**src/rtl/assert_macros.svh**
```systemverilog
// Assertion helpers shared by the RTL; each expects clk and rst_n in scope.
`ifndef ASSERT_MACROS_SVH
`define ASSERT_MACROS_SVH

// Same-cycle implication.
`define UPE_ASSERT_IMPLIES(lbl, ante, cons, msg) \
    lbl: assert property (@(posedge clk) disable iff (!rst_n) (ante) |-> (cons)) \
        else $error(msg);

// Next-cycle implication.
`define UPE_ASSERT_NEXT(lbl, ante, cons, msg) \
    lbl: assert property (@(posedge clk) disable iff (!rst_n) (ante) |=> (cons)) \
        else $error(msg);

`endif

```
**src/rtl/upe_pkg.sv**
```systemverilog
package upe_pkg;

    localparam int MAX_RESULTS = 7;
    localparam int COUNT_W     = 3;
    localparam int QUEUE_DEPTH = 2;

    localparam logic [7:0] PCT = 8'h25;
    localparam logic [15:0][7:0] HEX_DIGITS = "FEDCBA9876543210";

    typedef enum logic [1:0] {
        HELD_NONE,
        HELD_PCT,
        HELD_PCT_DIGIT
    } held_stage_t;

    typedef enum logic [1:0] {
        TAIL_NONE,
        TAIL_RAW,
        TAIL_ESC
    } tail_t;

    // One item's worth of encoded bytes, bytes[0] goes out first.
    typedef struct packed {
        logic [MAX_RESULTS-1:0][7:0] bytes;
        logic [COUNT_W-1:0]          count;
        logic                        str_last;
    } entry_t;

    function automatic logic is_hex(input logic [7:0] c);
        return (c >= "0" && c <= "9") || (c >= "A" && c <= "F") ||
               (c >= "a" && c <= "f");
    endfunction

    function automatic logic passes(input logic [7:0] c);
        logic res;
        res = (c >= "A" && c <= "Z") || (c >= "a" && c <= "z") ||
              (c >= "0" && c <= "9");
        case (c)
            "-", ".", "_", "~", "!", "$", "&", "'", "(", ")", "*",
            "+", ",", ";", "=", ":", "@", "/", "?", "[", "]": res = 1'b1;
            default: ;
        endcase
        return res;
    endfunction

endpackage

```
**src/rtl/upe_in_if.sv**
```systemverilog
interface upe_in_if;
    logic       valid;
    logic       ready;
    logic [7:0] in_byte;
    logic       is_last;

    modport source (output valid, output in_byte, output is_last, input ready);
    modport sink   (input valid, input in_byte, input is_last, output ready);
endinterface

```
**src/rtl/upe_out_if.sv**
```systemverilog
interface upe_out_if;
    logic       valid;
    logic       ready;
    logic [7:0] out_byte;
    logic       run_last;
    logic       string_last;

    modport source (output valid, output out_byte, output run_last,
                    output string_last, input ready);
    modport sink   (input valid, input out_byte, input run_last,
                    input string_last, output ready);
endinterface

```
**src/rtl/upe_front.sv**
```systemverilog
`include "assert_macros.svh"

module upe_front import upe_pkg::*;
(
    input  logic          clk,
    input  logic          rst_n,
    upe_in_if.sink        in_ch,
    input  logic          full,
    output logic          push,
    output entry_t        push_entry
);

    held_stage_t held_stage_reg, held_stage_next;
    logic [7:0]  held_digit_reg, held_digit_next;

    logic               accept;
    logic [7:0]         b;
    logic               last;
    logic               pct25;
    logic               pct_one;
    logic               emit_digit;
    logic               do_fresh;
    tail_t              tail;
    logic [COUNT_W-1:0] n;

    assign b           = in_ch.in_byte;
    assign last        = in_ch.is_last;
    assign in_ch.ready = !full;
    assign accept      = in_ch.valid && in_ch.ready;

    // Classify the item against what is held back.
    always_comb
    begin
        pct25           = 1'b0;
        pct_one         = 1'b0;
        emit_digit      = 1'b0;
        do_fresh        = 1'b0;
        tail            = TAIL_NONE;
        held_stage_next = HELD_NONE;
        held_digit_next = held_digit_reg;
        case (held_stage_reg)
            HELD_PCT:
            begin
                if (is_hex(b))
                begin
                    if (last)
                    begin
                        pct25 = 1'b1;
                        tail  = TAIL_RAW;
                    end
                    else
                    begin
                        held_stage_next = HELD_PCT_DIGIT;
                        held_digit_next = b;
                    end
                end
                else
                begin
                    pct25    = 1'b1;
                    do_fresh = 1'b1;
                end
            end
            HELD_PCT_DIGIT:
            begin
                emit_digit = 1'b1;
                if (is_hex(b))
                begin
                    pct_one = 1'b1;
                    tail    = TAIL_RAW;
                end
                else
                begin
                    pct25    = 1'b1;
                    do_fresh = 1'b1;
                end
            end
            default:
                do_fresh = 1'b1;
        endcase
        if (do_fresh)
        begin
            if (b == PCT)
            begin
                if (last)
                    tail = TAIL_ESC;
                else
                    held_stage_next = HELD_PCT;
            end
            else if (passes(b))
                tail = TAIL_RAW;
            else
                tail = TAIL_ESC;
        end
        if (last)
        begin
            held_stage_next = HELD_NONE;
            held_digit_next = '0;
        end
    end

    // Lay the bytes out in order of emission.
    always_comb
    begin
        push_entry       = '0;
        n                = '0;
        if (pct25)
        begin
            push_entry.bytes[0] = PCT;
            push_entry.bytes[1] = "2";
            push_entry.bytes[2] = "5";
            n = 3'd3;
        end
        else if (pct_one)
        begin
            push_entry.bytes[0] = PCT;
            n = 3'd1;
        end
        if (emit_digit)
        begin
            push_entry.bytes[n] = held_digit_reg;
            n = n + 3'd1;
        end
        case (tail)
            TAIL_RAW:
            begin
                push_entry.bytes[n] = b;
                n = n + 3'd1;
            end
            TAIL_ESC:
            begin
                push_entry.bytes[n]         = PCT;
                push_entry.bytes[n + 3'd1]  = HEX_DIGITS[b[7:4]];
                push_entry.bytes[n + 3'd2]  = HEX_DIGITS[b[3:0]];
                n = n + 3'd3;
            end
            default: ;
        endcase
        push_entry.count    = n;
        push_entry.str_last = last;
    end

    // Items that only hold bytes produce nothing downstream.
    assign push = accept && (n != '0);

    always_ff @(posedge clk or negedge rst_n)
    begin
        if (!rst_n)
        begin
            held_stage_reg <= HELD_NONE;
            held_digit_reg <= '0;
        end
        else if (accept)
        begin
            held_stage_reg <= held_stage_next;
            held_digit_reg <= held_digit_next;
        end
    end

    `UPE_ASSERT_NEXT(a_empty_after_last, accept && last, held_stage_reg == HELD_NONE, "lookahead survives end of string")
    `UPE_ASSERT_IMPLIES(a_no_push_when_full, push, !full, "push into full queue")

endmodule

```
**src/rtl/upe_queue.sv**
```systemverilog
`include "assert_macros.svh"

module upe_queue import upe_pkg::*;
#(
    parameter int DEPTH = QUEUE_DEPTH
)
(
    input  logic   clk,
    input  logic   rst_n,
    input  logic   push,
    input  entry_t push_data,
    input  logic   pop,
    output entry_t pop_data,
    output logic   full,
    output logic   empty
);

    localparam int PTR_W = (DEPTH > 1) ? $clog2(DEPTH) : 1;
    localparam int CNT_W = $clog2(DEPTH + 1);

    entry_t             mem_reg [DEPTH];
    logic [PTR_W-1:0]   wr_ptr_reg, wr_ptr_next;
    logic [PTR_W-1:0]   rd_ptr_reg, rd_ptr_next;
    logic [CNT_W-1:0]   count_reg, count_next;

    assign full     = (count_reg == CNT_W'(DEPTH));
    assign empty    = (count_reg == '0);
    assign pop_data = mem_reg[rd_ptr_reg];

    always_comb
    begin
        wr_ptr_next = wr_ptr_reg;
        rd_ptr_next = rd_ptr_reg;
        count_next  = count_reg;
        if (push)
            wr_ptr_next = (wr_ptr_reg == PTR_W'(DEPTH - 1)) ? '0 : wr_ptr_reg + PTR_W'(1);
        if (pop)
            rd_ptr_next = (rd_ptr_reg == PTR_W'(DEPTH - 1)) ? '0 : rd_ptr_reg + PTR_W'(1);
        if (push && !pop)
            count_next = count_reg + CNT_W'(1);
        else if (pop && !push)
            count_next = count_reg - CNT_W'(1);
    end

    always_ff @(posedge clk or negedge rst_n)
    begin
        if (!rst_n)
        begin
            wr_ptr_reg <= '0;
            rd_ptr_reg <= '0;
            count_reg  <= '0;
        end
        else
        begin
            wr_ptr_reg <= wr_ptr_next;
            rd_ptr_reg <= rd_ptr_next;
            count_reg  <= count_next;
        end
    end

    always_ff @(posedge clk)
    begin
        if (push)
            mem_reg[wr_ptr_reg] <= push_data;
    end

    `UPE_ASSERT_IMPLIES(a_no_underflow, pop, !empty, "pop from empty queue")
    `UPE_ASSERT_IMPLIES(a_count_bound, 1'b1, count_reg <= CNT_W'(DEPTH), "count past depth")

endmodule

```
**src/rtl/upe_back.sv**
```systemverilog
`include "assert_macros.svh"

module upe_back import upe_pkg::*;
(
    input  logic      clk,
    input  logic      rst_n,
    input  entry_t    pop_data,
    input  logic      empty,
    output logic      pop,
    upe_out_if.source out_ch
);

    entry_t             entry_reg, entry_next;
    logic [COUNT_W-1:0] idx_reg, idx_next;
    logic               active_reg, active_next;
    logic               final_byte;
    logic               out_accept;

    assign final_byte         = (idx_reg == entry_reg.count - 3'd1);
    assign out_accept         = out_ch.valid && out_ch.ready;
    assign out_ch.valid       = active_reg;
    assign out_ch.out_byte    = entry_reg.bytes[idx_reg];
    assign out_ch.run_last    = final_byte;
    assign out_ch.string_last = final_byte && entry_reg.str_last;

    // Load the next item as the current one drains, so bytes run back to back.
    assign pop = !empty && (!active_reg || (out_accept && final_byte));

    always_comb
    begin
        entry_next  = entry_reg;
        idx_next    = idx_reg;
        active_next = active_reg;
        if (pop)
        begin
            entry_next  = pop_data;
            idx_next    = '0;
            active_next = 1'b1;
        end
        else if (out_accept)
        begin
            if (final_byte)
                active_next = 1'b0;
            else
                idx_next = idx_reg + 3'd1;
        end
    end

    always_ff @(posedge clk or negedge rst_n)
    begin
        if (!rst_n)
        begin
            idx_reg    <= '0;
            active_reg <= 1'b0;
        end
        else
        begin
            idx_reg    <= idx_next;
            active_reg <= active_next;
        end
    end

    always_ff @(posedge clk)
    begin
        entry_reg <= entry_next;
    end

    `UPE_ASSERT_IMPLIES(a_idx_in_range, active_reg, idx_reg < entry_reg.count, "byte index past item length")

endmodule

```
**src/rtl/url_percent_encoder.sv**
```systemverilog
// An accepted item is written into the item queue and then loaded into the emitter's
// entry register, from which its first encoded byte is presented on the output.
// Throughput: one encoded byte per cycle while the output is ready; an item yields
// 0 to 7 encoded bytes, typically 1 or 3. Input items are taken every cycle while
// the item queue between classifier and emitter has room.
// Reset (rst_n low, asynchronous): drop held lookahead, empty the queue and
// the output; no clearing pass is needed.
module url_percent_encoder import upe_pkg::*;
#(
    parameter int Q_DEPTH = QUEUE_DEPTH
)
(
    input  logic      clk,
    input  logic      rst_n,
    upe_in_if.sink    in_ch,
    upe_out_if.source out_ch
);

    logic   push;
    entry_t push_entry;
    logic   pop;
    entry_t pop_entry;
    logic   full;
    logic   empty;

    upe_front u_front
    (
        .clk        (clk),
        .rst_n      (rst_n),
        .in_ch      (in_ch),
        .full       (full),
        .push       (push),
        .push_entry (push_entry)
    );

    upe_queue #(
        .DEPTH (Q_DEPTH)
    ) u_queue
    (
        .clk       (clk),
        .rst_n     (rst_n),
        .push      (push),
        .push_data (push_entry),
        .pop       (pop),
        .pop_data  (pop_entry),
        .full      (full),
        .empty     (empty)
    );

    upe_back u_back
    (
        .clk      (clk),
        .rst_n    (rst_n),
        .pop_data (pop_entry),
        .empty    (empty),
        .pop      (pop),
        .out_ch   (out_ch)
    );

endmodule

```
**src/flat_wrapper.sv**
```systemverilog
// flat-port wrapper written by rule: the top's interface ports become plain ports
module url_percent_encoder_flat import upe_pkg::*;
#(
    parameter int Q_DEPTH = QUEUE_DEPTH
)
  (clk, rst_n, in_ch_valid, in_ch_in_byte, in_ch_is_last, in_ch_ready, out_ch_valid, out_ch_out_byte, out_ch_run_last, out_ch_string_last, out_ch_ready);
  upe_in_if in_ch_i ();
  upe_out_if out_ch_i ();
  input  logic clk;
  input  logic rst_n;
  input wire logic [$bits(in_ch_i.valid)-1:0] in_ch_valid;
  input wire logic [$bits(in_ch_i.in_byte)-1:0] in_ch_in_byte;
  input wire logic [$bits(in_ch_i.is_last)-1:0] in_ch_is_last;
  output wire logic [$bits(in_ch_i.ready)-1:0] in_ch_ready;
  output wire logic [$bits(out_ch_i.valid)-1:0] out_ch_valid;
  output wire logic [$bits(out_ch_i.out_byte)-1:0] out_ch_out_byte;
  output wire logic [$bits(out_ch_i.run_last)-1:0] out_ch_run_last;
  output wire logic [$bits(out_ch_i.string_last)-1:0] out_ch_string_last;
  input wire logic [$bits(out_ch_i.ready)-1:0] out_ch_ready;
  assign in_ch_i.valid = in_ch_valid;
  assign in_ch_i.in_byte = in_ch_in_byte;
  assign in_ch_i.is_last = in_ch_is_last;
  assign in_ch_ready = in_ch_i.ready;
  assign out_ch_valid = out_ch_i.valid;
  assign out_ch_out_byte = out_ch_i.out_byte;
  assign out_ch_run_last = out_ch_i.run_last;
  assign out_ch_string_last = out_ch_i.string_last;
  assign out_ch_i.ready = out_ch_ready;
  url_percent_encoder #(.Q_DEPTH(Q_DEPTH)) u_core (.clk(clk), .rst_n(rst_n), .in_ch(in_ch_i), .out_ch(out_ch_i));
endmodule
```
**config.mk**
```make
export PLATFORM = sky130hd
export DESIGN_NAME = url_percent_encoder_flat
export DESIGN_NICKNAME = d
export VERILOG_FILES = /design/src/rtl/upe_pkg.sv /design/src/rtl/upe_in_if.sv /design/src/rtl/upe_out_if.sv /design/src/rtl/upe_front.sv /design/src/rtl/upe_queue.sv /design/src/rtl/upe_back.sv /design/src/rtl/url_percent_encoder.sv /design/src/flat_wrapper.sv
export VERILOG_INCLUDE_DIRS = /design/src /design/src/rtl
export SDC_FILE = /design/constraint.sdc
export NUM_CORES = 1
export LEC_CHECK = 0
export BUFFER_PORTS_ARGS = -buffer_cell sky130_fd_sc_hd__buf_2
export CORE_MARGIN = 2
export CORE_UTILIZATION = 35
export DETAILED_ROUTE_END_ITERATION = 8
export PLACE_DENSITY = 0.6
export RECOVER_POWER = 25
export SYNTH_ARGS = -nofsm -noshare
export SYNTH_HDL_FRONTEND = slang
export SYNTH_HIERARCHICAL = 1
export SYNTH_SLANG_ARGS = --single-unit
```
**constraint.sdc**
```tcl
create_clock -name clk -period 8 [get_ports clk]
set_input_delay 0.4 -clock clk [delete_from_list [all_inputs] [get_ports clk]]
set_output_delay 0.4 -clock clk [all_outputs]
set_load 0.02 [all_outputs]
```
==> results.yml, run 1 <==
synthesis:
  synth_area_leaders: "edfxtp_1, mux2_4, dfrtp_1"
  yosysUniqueCellTypes: 85
  yosysWarnings: 6
  postSynthCellCount: 826
  synth_top_family_by_area: "compound AO/OA/AOI/OAI gates"
  synth_top_area_frac: 0.5169
  yosysSeqAreaShare: 0.5600
  synthArstFlopShare: 0.09091
  synth_area_per_cell_um2: 12.66
  synth_edf_count: 180
  synth_compound_area_frac: 0.1377
  synthAdderAreaFrac: 0.02034
  syn_area_mm2: 0.01046
  ys.flop_type: "edfxtp_1"
  synth.area.mux_share: 0.1213
  yosys.area_share.simple: 0.1059
  yosysTopAreaCell: "edfxtp_1"
  synth_xor_area_frac: 0.009812
  ys_seq_elements: 198
die:
  dieArea_mm2: 0.03127
  io_pins: 25
  core-area_mm2: 0.02956
  die_h_um: 176.8
  die_w_um: 176.8
  start_util: 0.3537
  rows: 63
drt:
  num_vias: 6917
  ant_nets: 0
  via_per_inst: 5.628
  drc: 0
  wl_um: 25820
  drtIter0Drc: 737
  routedWlPerCell_um: 21.01
  dr.pass1.iters: 9
critical_path:
  cp_max_fo: 55
  arrival_ns: 6.49
  critPathLaunchType: "input port"
  reg2reg_from: "u_core/u_back/idx_reg[2]"
  cp-end-kind: "flop"
  reg2reg_to: "u_core/u_queue/count_reg[1]"
  r2r_cells: 9
  critPathKind: "in2reg"
  required_ns: 8.05
  rrSetupSlack_ns: 3.03
min_path:
  holdCritStartpoint: "out_ch_ready"
  holdPathEnd: "u_core/u_back/out_ch.valid"
  hold_class: "in2reg"
  hold_depth: 2
placement:
  io_buffer_count: 24
  gp_congestion: 0.9750
  hpwl_um: 17260
  dp.cells: 1196
sta:
  worstMarginPinSlew_ns: 3.389
  finalSetupTns_ns: 0
  slew_headroom: -1.260
  hold_viol_final: 0
  skew_ns: 0.01270
  min_period_ns: 6.441
  fmax_ghz: 0.1553
  rsz0062_at_grt: "false"
  period_share: 0.8051
  slew_viol_final: 118
  setup_violations: 0
clocking:
  cts-root-buf: "clkbuf_16"
  clkTransAtPathRegs_ns: 0.07
  cts_buffers: 17
  cts_tree: "done"
  htree_levels: 4
  clkLatencyLatePin_ns: 0.42
  clk_path_buf_depth: 2
  cts_sinks: 198
finish:
  layoutNonFillerInstCount: 1229
  final_layout_size_suffix_gt1_frac: 0.1156
  area_growth_syn_to_layout_pct: 6.701
  multi_input_area_mm2: 0.003924
  regArea_mm2: 0.005856
  n_antenna_cell: 0
  largest_reg_flops: 120
  final_nets: 856
  num-fill-cells: 2868
status:
  status: "finished with violations"
  violations: "capacitance limit, slew limit"
pwr:
  leakagePower_nw: 3.710
  power_per_cell_area_mw_per_mm2: 296.5
  vdd_drop_max_mv: 0.1287
grt:
  grt_pass1_vias: 6703
  grt-ovfl-total: 0
  grt_pass1_wl_um: 39990
  grt_max_degree: 63
  antenna_found_initial: 0
  grt_usage: 0.1675
flow_run:
  cap_violations: 2
-- worst max-delay path by stage --
stage                                     to              from
2_1_floorplan   u_core/u_queue/mem_reg[0][0]  in_ch_in_byte[1]
3_3_place_gp    u_core/u_queue/mem_reg[1][6]  in_ch_in_byte[1]
5_1_grt        u_core/u_queue/mem_reg[1][28]  in_ch_in_byte[1]
3_5_place_dp   u_core/u_queue/mem_reg[1][38]  in_ch_in_byte[1]
4_1_cts        u_core/u_queue/mem_reg[1][28]  in_ch_in_byte[1]
6_report       u_core/u_queue/mem_reg[1][28]  in_ch_in_byte[1]
-- kinds of logic after synthesis --
group                      count (synthesis)
AOI/OAI and AO/OA                        216
xor gates and xnor gates                   8
adders and majority gates                 17
buffers and inverters                     81
DFF                                      198
muxes                                     87
other                                      1
and+or+nand+nor                          218
-- area by class of cell --
class | instances | share of cell area
clock inverter | 15 | 0.01447
multi-input combinational | 549 | 0.3517
sequential | 198 | 0.5248
inverter | 20 | 0.006729
clock buffer | 17 | 0.03813
timing repair buffer | 40 | 0.02041
tap | 390 | 0.04374
-- cells in the final DEF (no fill, tap or decap), types with 18 or more instances in the layout --
cell type / instances
dfrtp_1: 18
a21oi_1: 59
nand2_1: 52
edfxtp_1: 180
inv_1: 19
nand3_1: 19
buf_2: 18
mux2_1: 57
o21ai_0: 37
mux2i_1: 18
nor2_1: 63
-- power by group --
group / internal [W] / total [W] / switching (W)
combinational: 0.000359 / 0.000955 / 0.000596
sequential: 0.00142 / 0.00153 / 0.000103
clock: 0.000417 / 0.000825 / 0.000408
-- metrics by stage --
step	setup slack, ns	power (W)	hold slack (ns)	cell area, um2	util
after floorplan	0.9142	0.002429	0.1044	10460	-
after global placement	2.047	0.002644	0.3781	10820	0.3660
after CTS	2.258	0.003482	0.2470	11410	0.3862
after global routing	1.131	0.003487	0.2560	11160	0.3774
after detailed placement	1.812	0.002657	0.3848	10820	0.3660
final	1.559	0.003308	0.2614	11160	0.3774
-- synthesized netlist by cell type (all sizes together) (16+ instances only) --
library cell and n:
nor2b 16, clkbuf 38, o21ai 40, dfrtp 18, inv 19, ha 17, a21oi 62, edfxtp 180
mux2i 18, buf 23, nand2 52, o22ai 17, nand3 19, nor2 66, mux2 61
-- critical path, stage by stage --
cell	delay, ns
clkbuf_1	0.48
inv_1	0.19
ha_1	0.30
or4b_4	0.52
or3_1	0.38
nand4_1	0.18
nand3_1	0.61
nand2_1	0.30
and3_1	0.19
ha_1	0.32
buf_4	0.27
nor2b_1	0.75
nor2_1	0.11
o32ai_1	0.26
o41a_1	0.31
and2_2	0.25
buf_4	0.61
-- per-layer routing --
metal / up-vias / share of wire / GRT usage
met5: - / 0 / 0
met4: 0 / 0.032 / 0.06061
met3: 67 / 0.074 / 0.03200
met2: 326 / 0.44 / 0.2523
met1: 3343 / 0.45 / 0.2403
li1: 3181 / - / -
-- timing repair --
action | 4_1_cts | 5_1_grt
hold endpoints to repair | 18 | 0
endpoints found under the setup margin | 0 | 0
hold buffers | 1 | 0
resized for setup | 0 | 0
buffers inserted | 0 | 0
No activity file was read; power rests on OpenSTA's default activity.
==> run 2: changes to the inputs <==
Settings changed: ABC_AREA from default to 1, PLACE_DENSITY 0.6 to 0.61.
Clock period 8 ns to 5.35 ns, I/O delays scaled along.
==> results.yml, run 2 <==
finish:
  fin_util: 0.3778
  final_common_cell: "edfxtp_1"
  num-fill-cells: 3006
  area_growth_syn_to_layout_pct: 6.573
  mostFrequentLayoutCells: "edfxtp_1, nand2_1, inv_1, nor2_1"
  n_antenna_cell: 0
  final_layout_size_suffix_gt1_frac: 0.1168
  largest_reg_flops: 120
  final_nets: 1002
drt:
  via_per_inst: 5.228
  dr.pass1.iters: 5
  num_vias: 7189
  wl_um: 26990
  routedWlPerCell_um: 19.63
  drtIter0Drc: 613
  ant_nets: 0
  drc: 0
sta:
  fmax_ghz: 0.2266
  slew_headroom: -0.3937
  rsz0062_at_grt: "false"
  skew_ns: 0.01700
  slew_viol_final: 56
  hold_viol_final: 0
  setup_violations: 0
  worstMarginPinSlew_ns: 2.090
  period_share: 0.8250
  min_period_ns: 4.414
  finalSetupTns_ns: 0
  setup_ws_ns: 0.9360
synthesis:
  yosysWarnings: 6
  yosysSeqAreaShare: 0.5573
  yosysTopAreaCell: "edfxtp_1"
  postSynthCellCount: 953
  synth_area_leaders: "edfxtp_1, mux2_4, nand2_1"
  yosysMostFrequentCell: "edfxtp_1"
  ys_seq_elements: 198
  yosysUniqueCellTypes: 55
  synth_top_area_frac: 0.5144
  synth_edf_count: 180
  ys.flop_type: "edfxtp_1"
  synth_common_cells: "edfxtp_1, nand2_1, inv_1"
  synthArstFlopShare: 0.09091
  syn_area_mm2: 0.01051
  synth_area_per_cell_um2: 11.03
die:
  io_pins: 25
  start_util: 0.3545
  rows: 63
  dieArea_mm2: 0.03142
  die_h_um: 177.3
  core-area_mm2: 0.02964
  die_w_um: 177.3
critical_path:
  required_ns: 5.08
  critPathLaunchType: "flop"
  cp-end-kind: "output port"
  cp_max_fo: 20
  critPathKind: "reg2out"
  arrival_ns: 4.15
  r2r_cells: 21
placement:
  pre_cts_ws_ns: 0.7965
  io_buffer_count: 24
  hpwl_um: 19230
  gp_congestion: 0.9670
status:
  violations: "capacitance limit, slew limit"
  status: "finished with violations"
min_path:
  hold_depth: 4
  hold_class: "in2reg"
pwr:
  leakagePower_nw: 4.145
  clkPwrFrac: 0.253
  power_frac_comb: 0.295
  pwr-share-seq: 0.452
  switchingPower_w: 0.001677
  vdd_drop_max_mv: 0.2060
  switching_share: 0.3519
  p_int_w: 0.003090
  power_per_cell_area_mw_per_mm2: 425.7
clocking:
  clkLatencyLatePin_ns: 0.44
  cts_setup_buffers: 0
  cts_tree: "done"
  cts_buffers: 17
  clk_path_buf_depth: 2
  clkTransAtPathRegs_ns: 0.08
  cts_resized: 0
  cts_sinks: 198
  htree_levels: 4
  cts-root-buf: "clkbuf_16"
grt:
  grt-ovfl-total: 0
  antenna_found_initial: 0
  grt_pass1_vias: 7028
  grt_pass1_wl_um: 41070
  grt_usage: 0.1750
  grt_max_degree: 64
flow_run:
  cap_violations: 2
## run 2: cell families (layout without fill, tap and decap cells)
group                      count (synthesis)  after routing  synth area share
and+or+nand+nor                          349            349            0.1554
DFF                                      198            198            0.5573
AOI/OAI and AO/OA                        181            181            0.1034
buffers and inverters                    144            174           0.07549
muxes                                     60             60           0.08538
adders and majority gates                 17             17           0.02024
xor gates and xnor gates                   3              3          0.002501
other                                      1              3         0.0003569
## run 2: repair_timing
action	4_1_cts	5_1_grt
setup endpoints to repair	0	0
hold endpoints to repair	18	0
hold buffers	1	0
## run 2: stage by stage
step | total power [W] | hold WS (ns) | instances | instance area (um2)
after floorplan | 0.003442 | -0.02809 | 955 | 10520
after detailed placement | 0.003801 | 0.3349 | 1342 | 10910
after CTS | 0.005013 | 0.08481 | 1375 | 11470
final | 0.004767 | 0.1560 | 1375 | 11200
after global placement | 0.003786 | 0.3337 | 1342 | 10910
after global routing | 0.005018 | 0.1487 | 1375 | 11200
## run 2: cell type report
cell class,instances,area [um2],area share
Sequential cell,198,5856,0.5229
Clock inverter,13,116.4,0.01039
Timing Repair Buffer,43,297.8,0.02659
Clock buffer,19,432.9,0.03866
Tap cell,390,488.0,0.04358
Multi-Input combinational cell,613,3625,0.3237
Inverter,99,382.9,0.03419
## run 2: worst paths after layout
kind	from	end	slack, ns
max reg2reg	u_core/u_front/held_stage_reg[0]	u_core/u_queue/mem_reg[0][2]	1.24
min reg2reg	u_core/u_queue/count_reg[1]	u_core/u_queue/count_reg[1]	0.51
min	out_ch_ready	u_core/u_back/out_ch.valid	0.16
max in group asynchronous	rst_n	u_core/u_queue/wr_ptr_reg	3.65
max	u_core/u_back/idx_reg[1]	out_ch_out_byte[2]	0.94
min in group asynchronous	rst_n	u_core/u_back/idx_reg[0]	0.77
## run 2: power groups by stage
stage / clock [W] / sequential (W) / combinational (W)
4_1_cts: 0.00124 / 0.00218 / 0.00160
5_1_grt: 0.00129 / 0.00218 / 0.00155
6_report: 0.00121 / 0.00215 / 0.00141
2_1_floorplan: 0 / 0.00213 / 0.00132
3_3_place_gp: 0 / 0.00220 / 0.00158
3_5_place_dp: 0 / 0.00221 / 0.00159
## run 2: critical path: stages, from the launching register on
cell	delay, ns
dfrtp_1	0.32
clkbuf_1	0.83
clkinvlp_2	1.03
nor2_1	0.86
nand2_1	0.12
a31oi_1	0.30
buf_2	0.23
## run 2: layer usage
metal / wire length (um) / up-vias / global-route usage
met2: 11720 / 297 / 0.2644
met4: 953 / 0 / 0.07616
met1: 12580 / 3455 / 0.2447
li1: - / 3371 / -
met3: 1738 / 66 / 0.03351
met5: 0 / - / 0
